===== src/hdl/s3bd_pkg.sv =====
// ---------------------------------------------------------------------------
// s3bd_pkg
// shared types, codes and expansion tables of the block decompressor
// ---------------------------------------------------------------------------
package s3bd_pkg;

    localparam int ADDRESS_BITS_DEFAULT = 24;
    localparam int ADDR_W = 24;
    localparam int ROW_W = 13;
    localparam int PADDR_W = 3;

    localparam logic [1:0] FMT_DXT1 = 2'd0;
    localparam logic [1:0] FMT_DXT3 = 2'd1;
    localparam logic [1:0] FMT_DXT5 = 2'd2;

    localparam logic REG_FORMAT    = 1'b0;
    localparam logic REG_ROW_WIDTH = 1'b1;

    localparam logic [ROW_W-1:0] ROW_WIDTH_RESET = 13'd4;

    typedef struct packed {
        logic [1:0]       block_format;
        logic [ROW_W-1:0] row_width;
    } t_cfg;

    typedef struct packed {
        logic [63:0]       color_bits;
        logic [63:0]       alpha_bits;
        logic [9:0]        block_col;
        logic [9:0]        block_row;
        logic [ADDR_W-1:0] layer_base;
    } t_blk;

    typedef struct packed {
        logic [7:0] r;
        logic [7:0] g;
        logic [7:0] b;
        logic [7:0] a;
    } t_rgba;

    typedef logic [7:0] t_exp5 [32];
    typedef logic [7:0] t_exp6 [64];

    // 565 endpoint expansion, floor of v*255/31 and v*255/63
    function automatic t_exp5 build_exp5();
        t_exp5 t;
        for (int i = 0; i < 32; i++) begin
            t[i] = 8'(((i * 8) * 255) / 248);
        end
        return t;
    endfunction

    function automatic t_exp6 build_exp6();
        t_exp6 t;
        for (int i = 0; i < 64; i++) begin
            t[i] = 8'(((i * 4) * 255) / 252);
        end
        return t;
    endfunction

    localparam t_exp5 EXP5_TABLE = build_exp5();
    localparam t_exp6 EXP6_TABLE = build_exp6();

endpackage


===== src/hdl/s3bd_stream_if.sv =====
// ---------------------------------------------------------------------------
// s3bd stream interfaces
// valid/ready channels for compressed blocks and decoded texels
// ---------------------------------------------------------------------------
interface s3bd_blk_if import s3bd_pkg::*; ();
    logic              valid;
    logic              ready;
    logic [63:0]       color_bits;
    logic [63:0]       alpha_bits;
    logic [9:0]        block_col;
    logic [9:0]        block_row;
    logic [ADDR_W-1:0] layer_base;

    modport source (
        output valid, color_bits, alpha_bits, block_col, block_row, layer_base,
        input  ready
    );
    modport sink (
        input  valid, color_bits, alpha_bits, block_col, block_row, layer_base,
        output ready
    );
endinterface

interface s3bd_tex_if import s3bd_pkg::*; ();
    logic              valid;
    logic              ready;
    logic [31:0]       texel_color;
    logic [ADDR_W-1:0] texel_address;
    logic              last_texel;

    modport source (
        output valid, texel_color, texel_address, last_texel,
        input  ready
    );
    modport sink (
        input  valid, texel_color, texel_address, last_texel,
        output ready
    );
endinterface


===== src/hdl/s3tc_block_decompressor_core.sv =====
// ---------------------------------------------------------------------------
// s3tc_block_decompressor_core: dxt1/dxt3/dxt5 4x4 block to sixteen texels
// flow: a block is held in the block register and each texel is registered in
//   the texel output register; throughput: one texel per cycle unless the sink
//   stalls, set by the one texel datapath between the two registers
// reset: synchronous active low, clears control, format dxt1, row width 4
// ---------------------------------------------------------------------------
module s3tc_block_decompressor_core import s3bd_pkg::*; #(
    parameter int ADDRESS_BITS = ADDRESS_BITS_DEFAULT
) (
    input  logic               i_clk,
    input  logic               i_rst_n,
    s3bd_blk_if.sink           i_blk,
    s3bd_tex_if.source         o_tex,
    input  logic               psel,
    input  logic               penable,
    input  logic               pwrite,
    input  logic [PADDR_W-1:0] paddr,
    input  logic [31:0]        pwdata,
    output logic [31:0]        prdata,
    output logic               pready
);

    // configuration, to be written only while no block is in flight; the block itself does not enforce this
    t_cfg w_cfg;

    s3bd_apb_regs u_regs (
        .i_clk   (i_clk),
        .i_rst_n (i_rst_n),
        .psel    (psel),
        .penable (penable),
        .pwrite  (pwrite),
        .paddr   (paddr),
        .pwdata  (pwdata),
        .prdata  (prdata),
        .pready  (pready),
        .o_cfg   (w_cfg)
    );

    // block register and texel counter
    t_blk       r_blk;
    logic       r_busy;
    logic [3:0] r_k;
    logic       n_busy;
    logic [3:0] n_k;

    // texel output register
    logic              r_ovalid;
    logic [31:0]       r_color;
    logic [ADDR_W-1:0] r_addr;
    logic              r_last;
    logic              n_ovalid;

    logic w_accept;
    logic w_advance;
    logic w_final;

    // a texel moves into the output register when that register is free
    // or being drained in the same cycle
    assign w_advance = r_busy && (!r_ovalid || o_tex.ready);
    assign w_final   = w_advance && (r_k == 4'd15);

    // next block enters while the last texel of the current one goes out
    assign i_blk.ready = !r_busy || w_final;
    assign w_accept    = i_blk.valid && i_blk.ready;

    always_comb begin
        n_busy = r_busy;
        n_k    = r_k;
        if (w_advance) begin
            n_k = r_k + 4'd1;
        end
        if (w_accept) begin
            n_busy = 1'b1;
        end else if (w_final) begin
            n_busy = 1'b0;
        end
        n_ovalid = w_advance ? 1'b1 : (o_tex.ready ? 1'b0 : r_ovalid);
    end

    always_ff @(posedge i_clk) begin
        if (!i_rst_n) begin
            r_busy   <= 1'b0;
            r_k      <= 4'd0;
            r_ovalid <= 1'b0;
        end else begin
            r_busy   <= n_busy;
            r_k      <= n_k;
            r_ovalid <= n_ovalid;
        end
    end

    // block payload capture
    always_ff @(posedge i_clk) begin
        if (w_accept) begin
            r_blk.color_bits <= i_blk.color_bits;
            r_blk.alpha_bits <= i_blk.alpha_bits;
            r_blk.block_col  <= i_blk.block_col;
            r_blk.block_row  <= i_blk.block_row;
            r_blk.layer_base <= i_blk.layer_base;
        end
    end

    // format decode, code three behaves as dxt5
    logic w_dxt1;
    logic w_dxt3;
    assign w_dxt1 = (w_cfg.block_format == FMT_DXT1);
    assign w_dxt3 = (w_cfg.block_format == FMT_DXT3);

    // color index of texel k sits at bits 33+2k:32+2k
    logic [5:0] w_cpos;
    logic [1:0] w_ci;
    assign w_cpos = {1'b1, r_k, 1'b0};
    assign w_ci   = r_blk.color_bits[w_cpos +: 2];

    t_rgba             w_rgba;
    logic [7:0]        w_alpha;
    logic [ADDR_W-1:0] w_addr;

    s3bd_color_sel u_color (
        .i_c0   (r_blk.color_bits[15:0]),
        .i_c1   (r_blk.color_bits[31:16]),
        .i_dxt1 (w_dxt1),
        .i_ci   (w_ci),
        .o_rgba (w_rgba)
    );

    s3bd_alpha_sel u_alpha (
        .i_alpha_bits (r_blk.alpha_bits),
        .i_dxt3       (w_dxt3),
        .i_k          (r_k),
        .o_alpha      (w_alpha)
    );

    // texels in row order: dy from the upper counter bits, dx from the lower
    s3bd_addr_gen #(
        .ADDRESS_BITS (ADDRESS_BITS)
    ) u_addr (
        .i_col       (r_blk.block_col),
        .i_row       (r_blk.block_row),
        .i_dx        (r_k[1:0]),
        .i_dy        (r_k[3:2]),
        .i_base      (r_blk.layer_base),
        .i_row_width (w_cfg.row_width),
        .o_addr      (w_addr)
    );

    logic [31:0] n_color;
    assign n_color = {w_rgba.r, w_rgba.g, w_rgba.b, w_dxt1 ? w_rgba.a : w_alpha};

    always_ff @(posedge i_clk) begin
        if (w_advance) begin
            r_color <= n_color;
            r_addr  <= w_addr;
            r_last  <= (r_k == 4'd15);
        end
    end

    assign o_tex.valid         = r_ovalid;
    assign o_tex.texel_color   = r_color;
    assign o_tex.texel_address = r_addr;
    assign o_tex.last_texel    = r_last;

endmodule


===== src/hdl/s3bd_apb_regs.sv =====
// ---------------------------------------------------------------------------
// s3bd_apb_regs
// apb register file holding block format and row width
// ---------------------------------------------------------------------------
module s3bd_apb_regs import s3bd_pkg::*; (
    input  logic               i_clk,
    input  logic               i_rst_n,
    input  logic               psel,
    input  logic               penable,
    input  logic               pwrite,
    input  logic [PADDR_W-1:0] paddr,
    input  logic [31:0]        pwdata,
    output logic [31:0]        prdata,
    output logic               pready,
    output t_cfg               o_cfg
);

    t_cfg r_cfg;
    logic w_wr;

    assign pready = 1'b1;
    assign w_wr   = psel && penable && pwrite && pready;

    // low address bits are byte lanes, register picked by bit 2
    always_ff @(posedge i_clk) begin
        if (!i_rst_n) begin
            r_cfg.block_format <= FMT_DXT1;
            r_cfg.row_width    <= ROW_WIDTH_RESET;
        end else if (w_wr) begin
            unique case (paddr[2])
                REG_FORMAT:    r_cfg.block_format <= pwdata[1:0];
                REG_ROW_WIDTH: r_cfg.row_width    <= pwdata[ROW_W-1:0];
                default:       r_cfg              <= r_cfg;
            endcase
        end
    end

    always_comb begin
        unique case (paddr[2])
            REG_FORMAT:    prdata = {30'd0, r_cfg.block_format};
            REG_ROW_WIDTH: prdata = {{(32-ROW_W){1'b0}}, r_cfg.row_width};
            default:       prdata = 32'd0;
        endcase
    end

    assign o_cfg = r_cfg;

endmodule


===== src/hdl/s3bd_color_sel.sv =====
// ---------------------------------------------------------------------------
// s3bd_color_sel
// expands the 565 endpoints and returns the palette entry of one texel
// ---------------------------------------------------------------------------
module s3bd_color_sel import s3bd_pkg::*; (
    input  logic [15:0] i_c0,
    input  logic [15:0] i_c1,
    input  logic        i_dxt1,
    input  logic [1:0]  i_ci,
    output t_rgba       o_rgba
);

    // floor(x/3) as x*683>>11, exact for x below 768
    localparam logic [19:0] RECIP3 = 20'd683;
    localparam int          RECIP3_SHIFT = 11;

    logic       w_three;
    logic [7:0] w_r0, w_g0, w_b0, w_r1, w_g1, w_b1;

    function automatic logic [7:0] pick(
        input logic [7:0] e0,
        input logic [7:0] e1,
        input logic       three,
        input logic [1:0] ci
    );
        logic [7:0]  heavy;
        logic [7:0]  light;
        logic [9:0]  s;
        logic [19:0] p;
        logic [8:0]  half;
        logic [7:0]  third;
        logic [7:0]  res;
        heavy = (ci == 2'd2) ? e0 : e1;
        light = (ci == 2'd2) ? e1 : e0;
        s     = {1'b0, heavy, 1'b0} + {2'b00, light};
        p     = 20'(s) * RECIP3;
        third = p[RECIP3_SHIFT +: 8];
        half  = {1'b0, e0} + {1'b0, e1};
        unique case (ci)
            2'd0:    res = e0;
            2'd1:    res = e1;
            2'd2:    res = three ? half[8:1] : third;
            default: res = three ? 8'd0 : third;
        endcase
        return res;
    endfunction

    assign w_three = i_dxt1 && (i_c0 <= i_c1);

    assign w_r0 = EXP5_TABLE[i_c0[15:11]];
    assign w_g0 = EXP6_TABLE[i_c0[10:5]];
    assign w_b0 = EXP5_TABLE[i_c0[4:0]];
    assign w_r1 = EXP5_TABLE[i_c1[15:11]];
    assign w_g1 = EXP6_TABLE[i_c1[10:5]];
    assign w_b1 = EXP5_TABLE[i_c1[4:0]];

    assign o_rgba.r = pick(w_r0, w_r1, w_three, i_ci);
    assign o_rgba.g = pick(w_g0, w_g1, w_three, i_ci);
    assign o_rgba.b = pick(w_b0, w_b1, w_three, i_ci);
    // transparent black only in three-color mode
    assign o_rgba.a = (w_three && (i_ci == 2'd3)) ? 8'd0 : 8'hFF;

endmodule


===== src/hdl/s3bd_alpha_sel.sv =====
// ---------------------------------------------------------------------------
// s3bd_alpha_sel
// explicit or interpolated alpha of one texel
// ---------------------------------------------------------------------------
module s3bd_alpha_sel import s3bd_pkg::*; (
    input  logic [63:0] i_alpha_bits,
    input  logic        i_dxt3,
    input  logic [3:0]  i_k,
    output logic [7:0]  o_alpha
);

    // floor(x/7) and floor(x/5) by reciprocal, exact over the blend range
    localparam logic [22:0] RECIP7 = 23'd2341;
    localparam logic [22:0] RECIP5 = 23'd3277;
    localparam int          RECIP_SHIFT = 14;

    logic [5:0]  w_pos3;
    logic [5:0]  w_pos5;
    logic [3:0]  w_a4;
    logic [7:0]  w_a0, w_a1;
    logic [2:0]  w_j, w_w, w_w7, w_w5;
    logic [10:0] w_s7, w_s5;
    logic [22:0] w_p7, w_p5;
    logic [7:0]  w_pal;

    assign w_pos3 = {i_k, 2'b00};
    assign w_pos5 = 6'd16 + {2'b00, i_k} + {1'b0, i_k, 1'b0};

    assign w_a4 = i_alpha_bits[w_pos3 +: 4];
    assign w_a0 = i_alpha_bits[7:0];
    assign w_a1 = i_alpha_bits[15:8];
    assign w_j  = i_alpha_bits[w_pos5 +: 3];

    assign w_w  = w_j - 3'd1;
    assign w_w7 = 3'd7 - w_w;
    assign w_w5 = 3'd5 - w_w;

    assign w_s7 = 11'(w_w7) * 11'(w_a0) + 11'(w_w) * 11'(w_a1);
    assign w_s5 = 11'(w_w5) * 11'(w_a0) + 11'(w_w) * 11'(w_a1);
    assign w_p7 = 23'(w_s7) * RECIP7;
    assign w_p5 = 23'(w_s5) * RECIP5;

    always_comb begin
        priority if (w_j == 3'd0) begin
            w_pal = w_a0;
        end else if (w_j == 3'd1) begin
            w_pal = w_a1;
        end else if (w_a0 > w_a1) begin
            w_pal = w_p7[RECIP_SHIFT +: 8];
        end else if (w_j == 3'd6) begin
            w_pal = 8'd0;
        end else if (w_j == 3'd7) begin
            w_pal = 8'hFF;
        end else begin
            w_pal = w_p5[RECIP_SHIFT +: 8];
        end
    end

    // a4*255/15 is the nibble repeated
    assign o_alpha = i_dxt3 ? {w_a4, w_a4} : w_pal;

endmodule


===== src/hdl/s3bd_addr_gen.sv =====
// ---------------------------------------------------------------------------
// s3bd_addr_gen
// texel address from block position, slice base and row width
// ---------------------------------------------------------------------------
module s3bd_addr_gen import s3bd_pkg::*; #(
    parameter int ADDRESS_BITS = ADDRESS_BITS_DEFAULT
) (
    input  logic [9:0]        i_col,
    input  logic [9:0]        i_row,
    input  logic [1:0]        i_dx,
    input  logic [1:0]        i_dy,
    input  logic [ADDR_W-1:0] i_base,
    input  logic [ROW_W-1:0]  i_row_width,
    output logic [ADDR_W-1:0] o_addr
);

    localparam logic [ADDR_W-1:0] ADDR_MASK = (ADDRESS_BITS >= ADDR_W) ? '1 :
        ADDR_W'((64'd1 << ADDRESS_BITS) - 64'd1);

    logic [11:0] w_x, w_y;
    logic [24:0] w_prod;
    logic [25:0] w_sum;

    assign w_y    = {i_row, i_dy};
    assign w_x    = {i_col, i_dx};
    assign w_prod = 25'(w_y) * 25'(i_row_width);
    assign w_sum  = 26'(i_base) + 26'(w_prod) + 26'(w_x);
    assign o_addr = w_sum[ADDR_W-1:0] & ADDR_MASK;

endmodule


===== src/flat_wrapper.sv =====
// flat-port wrapper written by rule: the top's interface ports become plain ports
module s3tc_block_decompressor_core_flat import s3bd_pkg::*;
#(
    parameter int ADDRESS_BITS = ADDRESS_BITS_DEFAULT
)
  (i_clk, i_rst_n, psel, penable, pwrite, paddr, pwdata, prdata, pready, i_blk_valid, i_blk_color_bits, i_blk_alpha_bits, i_blk_block_col, i_blk_block_row, i_blk_layer_base, i_blk_ready, o_tex_valid, o_tex_texel_color, o_tex_texel_address, o_tex_last_texel, o_tex_ready);
  s3bd_blk_if i_blk_i ();
  s3bd_tex_if o_tex_i ();
  input  logic i_clk;
  input  logic i_rst_n;
  input  logic psel;
  input  logic penable;
  input  logic pwrite;
  input  logic [PADDR_W-1:0] paddr;
  input  logic [31:0] pwdata;
  output logic [31:0] prdata;
  output logic pready;
  input wire logic [$bits(i_blk_i.valid)-1:0] i_blk_valid;
  input wire logic [$bits(i_blk_i.color_bits)-1:0] i_blk_color_bits;
  input wire logic [$bits(i_blk_i.alpha_bits)-1:0] i_blk_alpha_bits;
  input wire logic [$bits(i_blk_i.block_col)-1:0] i_blk_block_col;
  input wire logic [$bits(i_blk_i.block_row)-1:0] i_blk_block_row;
  input wire logic [$bits(i_blk_i.layer_base)-1:0] i_blk_layer_base;
  output wire logic [$bits(i_blk_i.ready)-1:0] i_blk_ready;
  output wire logic [$bits(o_tex_i.valid)-1:0] o_tex_valid;
  output wire logic [$bits(o_tex_i.texel_color)-1:0] o_tex_texel_color;
  output wire logic [$bits(o_tex_i.texel_address)-1:0] o_tex_texel_address;
  output wire logic [$bits(o_tex_i.last_texel)-1:0] o_tex_last_texel;
  input wire logic [$bits(o_tex_i.ready)-1:0] o_tex_ready;
  assign i_blk_i.valid = i_blk_valid;
  assign i_blk_i.color_bits = i_blk_color_bits;
  assign i_blk_i.alpha_bits = i_blk_alpha_bits;
  assign i_blk_i.block_col = i_blk_block_col;
  assign i_blk_i.block_row = i_blk_block_row;
  assign i_blk_i.layer_base = i_blk_layer_base;
  assign i_blk_ready = i_blk_i.ready;
  assign o_tex_valid = o_tex_i.valid;
  assign o_tex_texel_color = o_tex_i.texel_color;
  assign o_tex_texel_address = o_tex_i.texel_address;
  assign o_tex_last_texel = o_tex_i.last_texel;
  assign o_tex_i.ready = o_tex_ready;
  s3tc_block_decompressor_core #(.ADDRESS_BITS(ADDRESS_BITS)) u_core (.i_clk(i_clk), .i_rst_n(i_rst_n), .i_blk(i_blk_i), .o_tex(o_tex_i), .psel(psel), .penable(penable), .pwrite(pwrite), .paddr(paddr), .pwdata(pwdata), .prdata(prdata), .pready(pready));
endmodule

===== config.mk =====
export PLATFORM = sky130hd
export DESIGN_NAME = s3tc_block_decompressor_core_flat
export DESIGN_NICKNAME = d
export VERILOG_FILES = /design/src/hdl/s3bd_pkg.sv /design/src/hdl/s3bd_stream_if.sv /design/src/hdl/s3tc_block_decompressor_core.sv /design/src/hdl/s3bd_apb_regs.sv /design/src/hdl/s3bd_color_sel.sv /design/src/hdl/s3bd_alpha_sel.sv /design/src/hdl/s3bd_addr_gen.sv /design/src/flat_wrapper.sv
export SDC_FILE = /design/constraint.sdc
export NUM_CORES = 2
export LEC_CHECK = 0
export BUFFER_PORTS_ARGS = -buffer_cell sky130_fd_sc_hd__buf_2
export CAP_MARGIN = 5
export CORE_ASPECT_RATIO = 0.9
export CORE_MARGIN = 4
export CORE_UTILIZATION = 45
export CTS_CLUSTER_DIAMETER = 60
export DETAILED_ROUTE_END_ITERATION = 7
export HOLD_SLACK_MARGIN = 0.05
export PLACE_DENSITY = 0.65
export SKIP_LAST_GASP = 1
export SLEW_MARGIN = 15
export SYNTH_ARGS = -nofsm -noshare
export SYNTH_HDL_FRONTEND = slang
export SYNTH_HIERARCHICAL = 1
export SYNTH_SLANG_ARGS = --single-unit
export TNS_END_PERCENT = 5

===== constraint.sdc =====
create_clock -name i_clk -period 15.3 [get_ports i_clk]
set_clock_uncertainty 0.05 [all_clocks]
set_input_delay 3.06 -clock i_clk [delete_from_list [all_inputs] [get_ports i_clk]]
set_output_delay 3.06 -clock i_clk [all_outputs]
set_load 0.02 [all_outputs]

==> After elaboration in Yosys (flattened, before gate mapping) <==
Memories as Yosys holds them, arrays and structs flattened.
Index checks and enable logic that the tools add are counted.
{ "totals": {"elab_cells": 128, "reg_bits": 250, "mem_count": 6, "romBits": 2048} }
{ "op_classes": {"n_mul": 9, "n_lt_le_gt_ge": 8, "n_reduce_logical": 18, "bitwise_logic": 7, "add_sub_neg": 16, "shift": 3, "eq_ne": 8, "n_mux": 40} }
{ "mem_list": {"columns": ["memory", "depth", "word_bits", "read_ports", "rd_ports_with_merged_regs", "wr", "line_no", "rtl"], "rows": [
  ["(no name shown)", 64, 8, 1, 0, 0, "s3bd_color_sel.sv:54", "assign w_g1 = EXP6_TABLE[i_c1[10:5]];"],
  ["(no name shown)", 64, 8, 1, 0, 0, "s3bd_color_sel.sv:51", "assign w_g0 = EXP6_TABLE[i_c0[10:5]];"],
  ["(no name shown)", 32, 8, 1, 0, 0, "s3bd_color_sel.sv:55", "assign w_b1 = EXP5_TABLE[i_c1[4:0]];"],
  ["(no name shown)", 32, 8, 1, 0, 0, "s3bd_color_sel.sv:53", "assign w_r1 = EXP5_TABLE[i_c1[15:11]];"],
  ["(no name shown)", 32, 8, 1, 0, 0, "s3bd_color_sel.sv:52", "assign w_b0 = EXP5_TABLE[i_c0[4:0]];"],
  ["(no name shown)", 32, 8, 1, 0, 0, "s3bd_color_sel.sv:50", "assign w_r0 = EXP5_TABLE[i_c0[15:11]];"]
]} }
{ "op_table": {"columns": ["op", "count"], "rows": [
  ["two-way mux 8 bit", 32],
  ["case mux 8 bit (3 select lines)", 3],
  ["case mux 32 bit (2 select lines)", 1],
  ["indexed part select 64 x 7 -> 2 bit", 1],
  ["indexed part select 64 x 7 -> 3 bit", 1],
  ["indexed part select 64 x 7 -> 4 bit", 1],
  ["multiplier 10 x 10 -> 19 bit (second input constant)", 3],
  ["multiplier 11 x 12 -> 22 bit (second input constant)", 2],
  ["multiplier 3 x 8 -> 11 bit", 3],
  ["adder 9 x 8 -> 10 bit", 3],
  ["adder 8 x 8 -> 9 bit", 3],
  ["adder 24 x 12 -> 24 bit", 1],
  ["adder 24 bit", 1],
  [">= comparator 6 bit (second input constant)", 4],
  ["multiplier 12 x 13 -> 24 bit", 1],
  ["NOT 5 -> 6 bit", 4],
  ["adder 11 bit", 2],
  ["less-or-equal comparator 16 bit", 1],
  [">= comparator 7 bit (second input constant)", 2],
  ["NOT 6 -> 7 bit", 2],
  ["greater-than comparator 8 bit", 1],
  ["logical AND 1 bit", 7],
  ["adder 5 x 4 -> 6 bit (first input constant)", 1],
  ["adder 6 x 5 -> 6 bit", 1],
  ["16 further kinds", 28]
]} }

==> Longest topological paths before layout <==
{ "logic_depth": {"depth_word": 15, "ltp_mapped": 55} }

==> Modules after synthesis <==
Netlist, hierarchy kept.
{ "by_module_without_submodules": {"columns": ["module", "n_inst", "area_each_um2", "cells_each"], "rows": [
  ["s3bd_alpha_sel", 1, 8789.7, 925],
  ["s3bd_color_sel", 1, 8717.1, 1079],
  ["s3tc_block_decompressor_core", 1, 7534.7, 293],
  ["s3bd_addr_gen", 1, 6055.8, 684],
  ["s3bd_apb_regs", 1, 878.3, 101]
]} }

==> Worst setup path before layout <==
No wires, ideal clock.
{ "synth_path": {"kind": "reg-to-reg", "startpoint": "register u_core.r_k[1]", "endpoint": "register u_core.r_color[3] (netlist: u_core/o_tex.texel_color[3]), data pin", "setup_ns": 0.260, "arrival_ns": 12.191, "stages_incl_launch_ff": 49, "path_slack_ns": 2.799, "n_path_buf": 4, "cell_sequence": "dfxtp_1 > clkbuf_1 > buf_1 > inv_1 > fa_1 > buf_6 > mux4_2 > mux4_2 > or4_4 > o211a_4 > inv_1 > ha_1 > xnor2_2 > clkbuf_1 > nor2_1 > fa_1 > ha_1 > inv_1 > (+13 left out) > fa_1 > fa_1 > fa_1 > fa_1 > inv_1 > ha_1 > a21o_1 > a21o_1 > a21oi_1 > nand2_1 > nor2_1 > o221ai_1 > nand3_1 > nor3b_1 > o21ai_1 > a221oi_1 > o31ai_1 > mux2_2"} }
{ "synth_via": {"elab_chain_len": 15} }
{ "synth_lines": {"columns": ["item", "line_no", "rtl"], "rows": [
  ["from (decl)", "s3tc_block_decompressor_core.sv:43", "logic [3:0] r_k;"],
  ["from (signal assigned)", "s3tc_block_decompressor_core.sv:88", "r_k <= n_k;"],
  ["adder 5 x 4 -> 6 bit", "s3bd_alpha_sel.sv:27", "assign w_pos5 = 6'd16 + {2'b00, i_k} + {1'b0, i_k, 1'b0};"],
  ["adder 6 x 5 -> 6 bit", "s3bd_alpha_sel.sv:27", null],
  ["indexed part select 64 x 7 -> 3 bit", "s3bd_alpha_sel.sv:32", "assign w_j = i_alpha_bits[w_pos5 +: 3];"],
  ["subtractor 3 x 1 -> 3 bit", "s3bd_alpha_sel.sv:34", "assign w_w = w_j - 3'd1;"],
  ["subtractor 3 bit", "s3bd_alpha_sel.sv:36", "assign w_w5 = 3'd5 - w_w;"],
  ["multiplier 3 x 8 -> 11 bit", "s3bd_alpha_sel.sv:39", "assign w_s5 = 11'(w_w5) * 11'(w_a0) + 11'(w_w) * 11'(w_a1);"],
  ["adder 11 bit", "s3bd_alpha_sel.sv:39", null],
  ["multiplier 11 x 12 -> 22 bit", "s3bd_alpha_sel.sv:41", "assign w_p5 = 23'(w_s5) * RECIP5;"],
  ["two-way mux 8 bit", "s3bd_alpha_sel.sv:52", "end else if (w_j == 3'd7) begin"],
  ["two-way mux 8 bit", "s3bd_alpha_sel.sv:50", "end else if (w_j == 3'd6) begin"],
  ["two-way mux 8 bit", "s3bd_alpha_sel.sv:48", "end else if (w_a0 > w_a1) begin"],
  ["two-way mux 8 bit", "s3bd_alpha_sel.sv:46", "end else if (w_j == 3'd1) begin"],
  ["two-way mux 8 bit", "s3bd_alpha_sel.sv:44", "priority if (w_j == 3'd0) begin"],
  ["two-way mux 8 bit *", "s3bd_alpha_sel.sv:60", "assign o_alpha = i_dxt3 ? {w_a4, w_a4} : w_pal;"],
  ["via u_core.w_alpha[3]", "s3tc_block_decompressor_core.sv:117", "logic [7:0] w_alpha;"],
  ["two-way mux 8 bit *", "s3tc_block_decompressor_core.sv:149", "assign n_color = {w_rgba.r, w_rgba.g, w_rgba.b, w_dxt1 ? w_rgba.a : w_alpha};"],
  ["via u_core.n_color[3]", "s3tc_block_decompressor_core.sv:148", "logic [31:0] n_color;"],
  ["to (signal assigned)", "s3tc_block_decompressor_core.sv:153", "r_color <= n_color;"],
  ["to (decl)", "s3tc_block_decompressor_core.sv:49", "logic [31:0] r_color;"]
]} }
The timed path passes the listed nets; every way through them passes the cells marked *.
A chain may end at the register's enable or synchronous reset.

==> Final worst setup path <==
{ "layout_path": {"startpoint": "register u_core.r_k[0]", "endpoint": "register u_core.r_color[3] (netlist: u_core/o_tex.texel_color[3]), data pin"} }
Same word-level chain as after synthesis.

==> key figures <==
Placement
  – Pre-CTS WS: between 1500 and 2000 ps
  – Port bufs: between 200 and 300
  – RD Place Congestion: approximately 0.89
  – HPWL after detailed placement: ~64 mm
  – DP Cell Count: between 4000 and 5000

STA
  – Relative slew slack: 30.4%
  – Final setup fails: 0
  – Period utilization: approximately 90%
  – Final WS setup: roughly 1500 ps
  – Maximum clock frequency: 72.7 MHz
  – Worst Tran Pin Value: approximately 1000 ps
  – Final count of pins violating max slew: 0
  – Min Tclk post-route: around 14000 ps
  – Setup TNS: 0 ps
  – RSZ-0062 raised after global routing: false
  – Final hold vios: 0

Clock network
  – CTS buffer count: 35
  – CTS clk-pin slew, worst paths: approximately 60 ps
  – CTS resizes: 0
  – Post-CTS setup buffers: 0
  – Clk_lat worst skew: roughly 560 ps
  – CTS max path bufs: 3
  – Clk root buf: clkbuf_16
  – H-tree depth: 2
  – Hold buffers post-CTS: 0
  – Sink Count: between 200 and 300
  – CTS tree: done

Worst hold path
  – WHS Path Cells: 2
  – Hold path start: u_core/r_busy
  – Hold Path Class: register to register

Route
  – Final wirelength: roughly 80 mm
  – Final ANT Viol Nets: 0
  – Vias: ~23000
  – Iteration-0 DRC Markers: roughly 1600
  – Remaining DRCs: 0
  – DRT Pass-1 Iters: 5
  – Routed wire per std cell: 18.7 um
  – Via density per instance: about 5.4

Synth
  – Yosys cell types: about 110
  – Main synth FF type: edfxtp_1
  – Avg Synthesized Cell Area: 10.4 sq um
  – Synth Area in Compound Gates: ~11%
  – Area share of fa/ha/maj cells after synthesis: between 30 and 40%
  – Post-Syn Area: approximately 0.032 sq mm
  – Commonest cells post-synth: inv_1, ha_1, fa_1
  – Sequential share of the synthesized area: between 20% and 30%
  – Xor/xnor share of the synthesized area: a little under 4%
  – Warnings, synthesis: 6
  – Cell with the most instances after synthesis: inv_1
  – Post-synth ARST share: 0%
  – #FFs+latches synth: 250
  – Post-Synthesis Cells: ~3100
  – Largest family of logic cells by synthesized area: adder cells
  – Post-synth top area share: between 20% and 30%
  – Post-synthesis mux area share: under 10%
  – Synth area leader: edfxtp_1
  – Post-synth EDFFs: 229
  – Synth Area in Simple Gates: 9.96%
  – Area contributors post-synth: edfxtp_1, ha_1, fa_1

Cells and area
  – # fillers: about 6400
  – Layout net count: 4281
  – Final cell count without fillers: approximately 4300
  – Share of post-route cells with drive strength above 1: 14.5%
  – P&R area growth vs syn: 10.1%

Global routing
  – Global-route wire length before repair: 126 mm
  – Initial antenna violation count: 2
  – Total gr overflow: 0
  – Largest net degree at the start of global routing: 81
  – Vias in the first global route: 22900
  – All-Layer GR Usage: between 20% and 30%

Floorplan
  – DIE AREA: approximately 0.075 sq mm
  – Core area: around 0.07 sq mm
  – Starting Density: around 46%
  – # IOs: ~300
  – Num rows: just over 90
  – Die width: 289 um
  – Die height: between 200 and 300 um

Outcome
  – Outcome: finished clean

Setup path
  – Max FO, Critical Path: 38
  – Slowest CP cell: ha_1
  – Critical path data required time: roughly 16000 ps
  – Critical path class: register to register
  – CP bufs+invs: 6
  – Crit path launch: u_core/r_k[0]
  – Endpoint class of the critical path: register
  – Reg2Reg Depth: 45
  – Crit. path cell count: between 40 and 50
  – RR Startpoint: u_core/r_k[0]
  – CP top delay family: adder cells
  – CP Launch Type: register
  – CP max stage delay: roughly 840 ps
  – Most used cell along the critical path: fa_1
  – Worst Path Arrival: between 10000 and 15000 ps

Flow run
  – Max-cap violations: 0
==> logic make-up after synthesis <==
group / Yosys count
AO/OA/AOI/OAI: 506
XOR/XNOR: 141
adder cells (fa/ha/maj): 769
buffers and inverters: 622
flip-flops: 250
multiplexers: 142
other: 3
AND/OR/NAND/NOR: 649
==> state kept, by name (all words and copies together), names as in the netlist <==
name / flops
u_core/r_blk: 172
u_core/o_tex.last_texel: 1
u_core/o_tex.texel_address: 24
u_core/o_tex.texel_color: 32
u_core/r_busy: 1
u_core/o_tex.valid: 1
u_core/u_regs/o_cfg: 15
u_core/r_k: 4
==> per-stage QoR <==
stage / utilization (%) / cell area [sq um] / hold slack, ps
after global placement: 48.5 / 34100 / 413
after floorplan: - / 32000 / 406
final: 50.1 / 35200 / 422
after detailed placement: 48.5 / 34100 / 413
after global routing: 50.1 / 35200 / 456
after CTS: 50.1 / 35200 / 422
==> layer usage <==
layer	wire length, um	GRT usage [%]	vias up
li1	-	-	11000
met2	37100	34.4	669
met4	1940	5.26	2
met5	7	0	-
met1	36300	30.2	11200
met3	4470	2.64	103
==> area by class of cell <==
cell class | count | area, sq um | area share, %
Clock inverter | 23 | 220 | 0.626
Inverter | 503 | 1890 | 5.37
Tap cell | 940 | 1180 | 3.34
Multi-Input combinational cell | 2229 | 22300 | 63.2
Sequential cell | 250 | 7300 | 20.8
Clock buffer | 40 | 905 | 2.57
Timing Repair Buffer | 280 | 1440 | 4.10
Antenna cell | 1 | 2.50 | 0.00711
==> path summary, 6_finish.rpt <==
check                           endpoint  slack, ps
max          u_core/o_tex.texel_color[3]       1540
min                        u_core/r_k[1]        420
max reg2reg  u_core/o_tex.texel_color[3]       1540
min reg2reg                u_core/r_k[1]        420
==> cells in the final DEF (no fill, tap or decap), types with 10 or more instances in the layout <==
master | netlist | final
edfxtp_1 | 229 | 229
nor2b_1 | 33 | 33
clkbuf_16 | 0 | 35
nand3_1 | 41 | 40
o21a_1 | 10 | 10
xnor2_1 | 96 | 96
o21ai_0 | 92 | 92
a211oi_1 | 19 | 19
o211ai_1 | 13 | 13
nor3_1 | 31 | 31
inv_1 | 499 | 499
nand2_1 | 248 | 248
buf_2 | 19 | 264
ha_1 | 482 | 481
conb_1 | 3 | 22
mux2i_1 | 43 | 43
xor2_1 | 42 | 42
a21o_1 | 53 | 53
and3_1 | 17 | 17
buf_4 | 28 | 16
fa_1 | 286 | 286
and2_1 | 111 | 110
mux2_2 | 17 | 17
mux4_2 | 75 | 75
a21oi_1 | 141 | 141
nor2_1 | 91 | 90
dfxtp_1 | 21 | 19
nand2b_1 | 25 | 25
o21ai_1 | 14 | 14
nand4_1 | 10 | 10
o21bai_1 | 29 | 29
==> worst reg2reg max path, delay by kind of cell, from the launching register on <==
| family | cells | cell delay [ps] |
|---|---|---|
| buf+inv | 6 | 900 |
| compound gates | 16 | 3250 |
| mux | 2 | 820 |
| simple gates | 6 | 1150 |
| flops | 1 | 720 |
| fa+ha+maj | 14 | 6400 |
| xor+xnor | 1 | 220 |
Power is left out: the tool's default activity adds up to more than one toggle a clock period on the data nets, which glitch-free logic cannot reach.
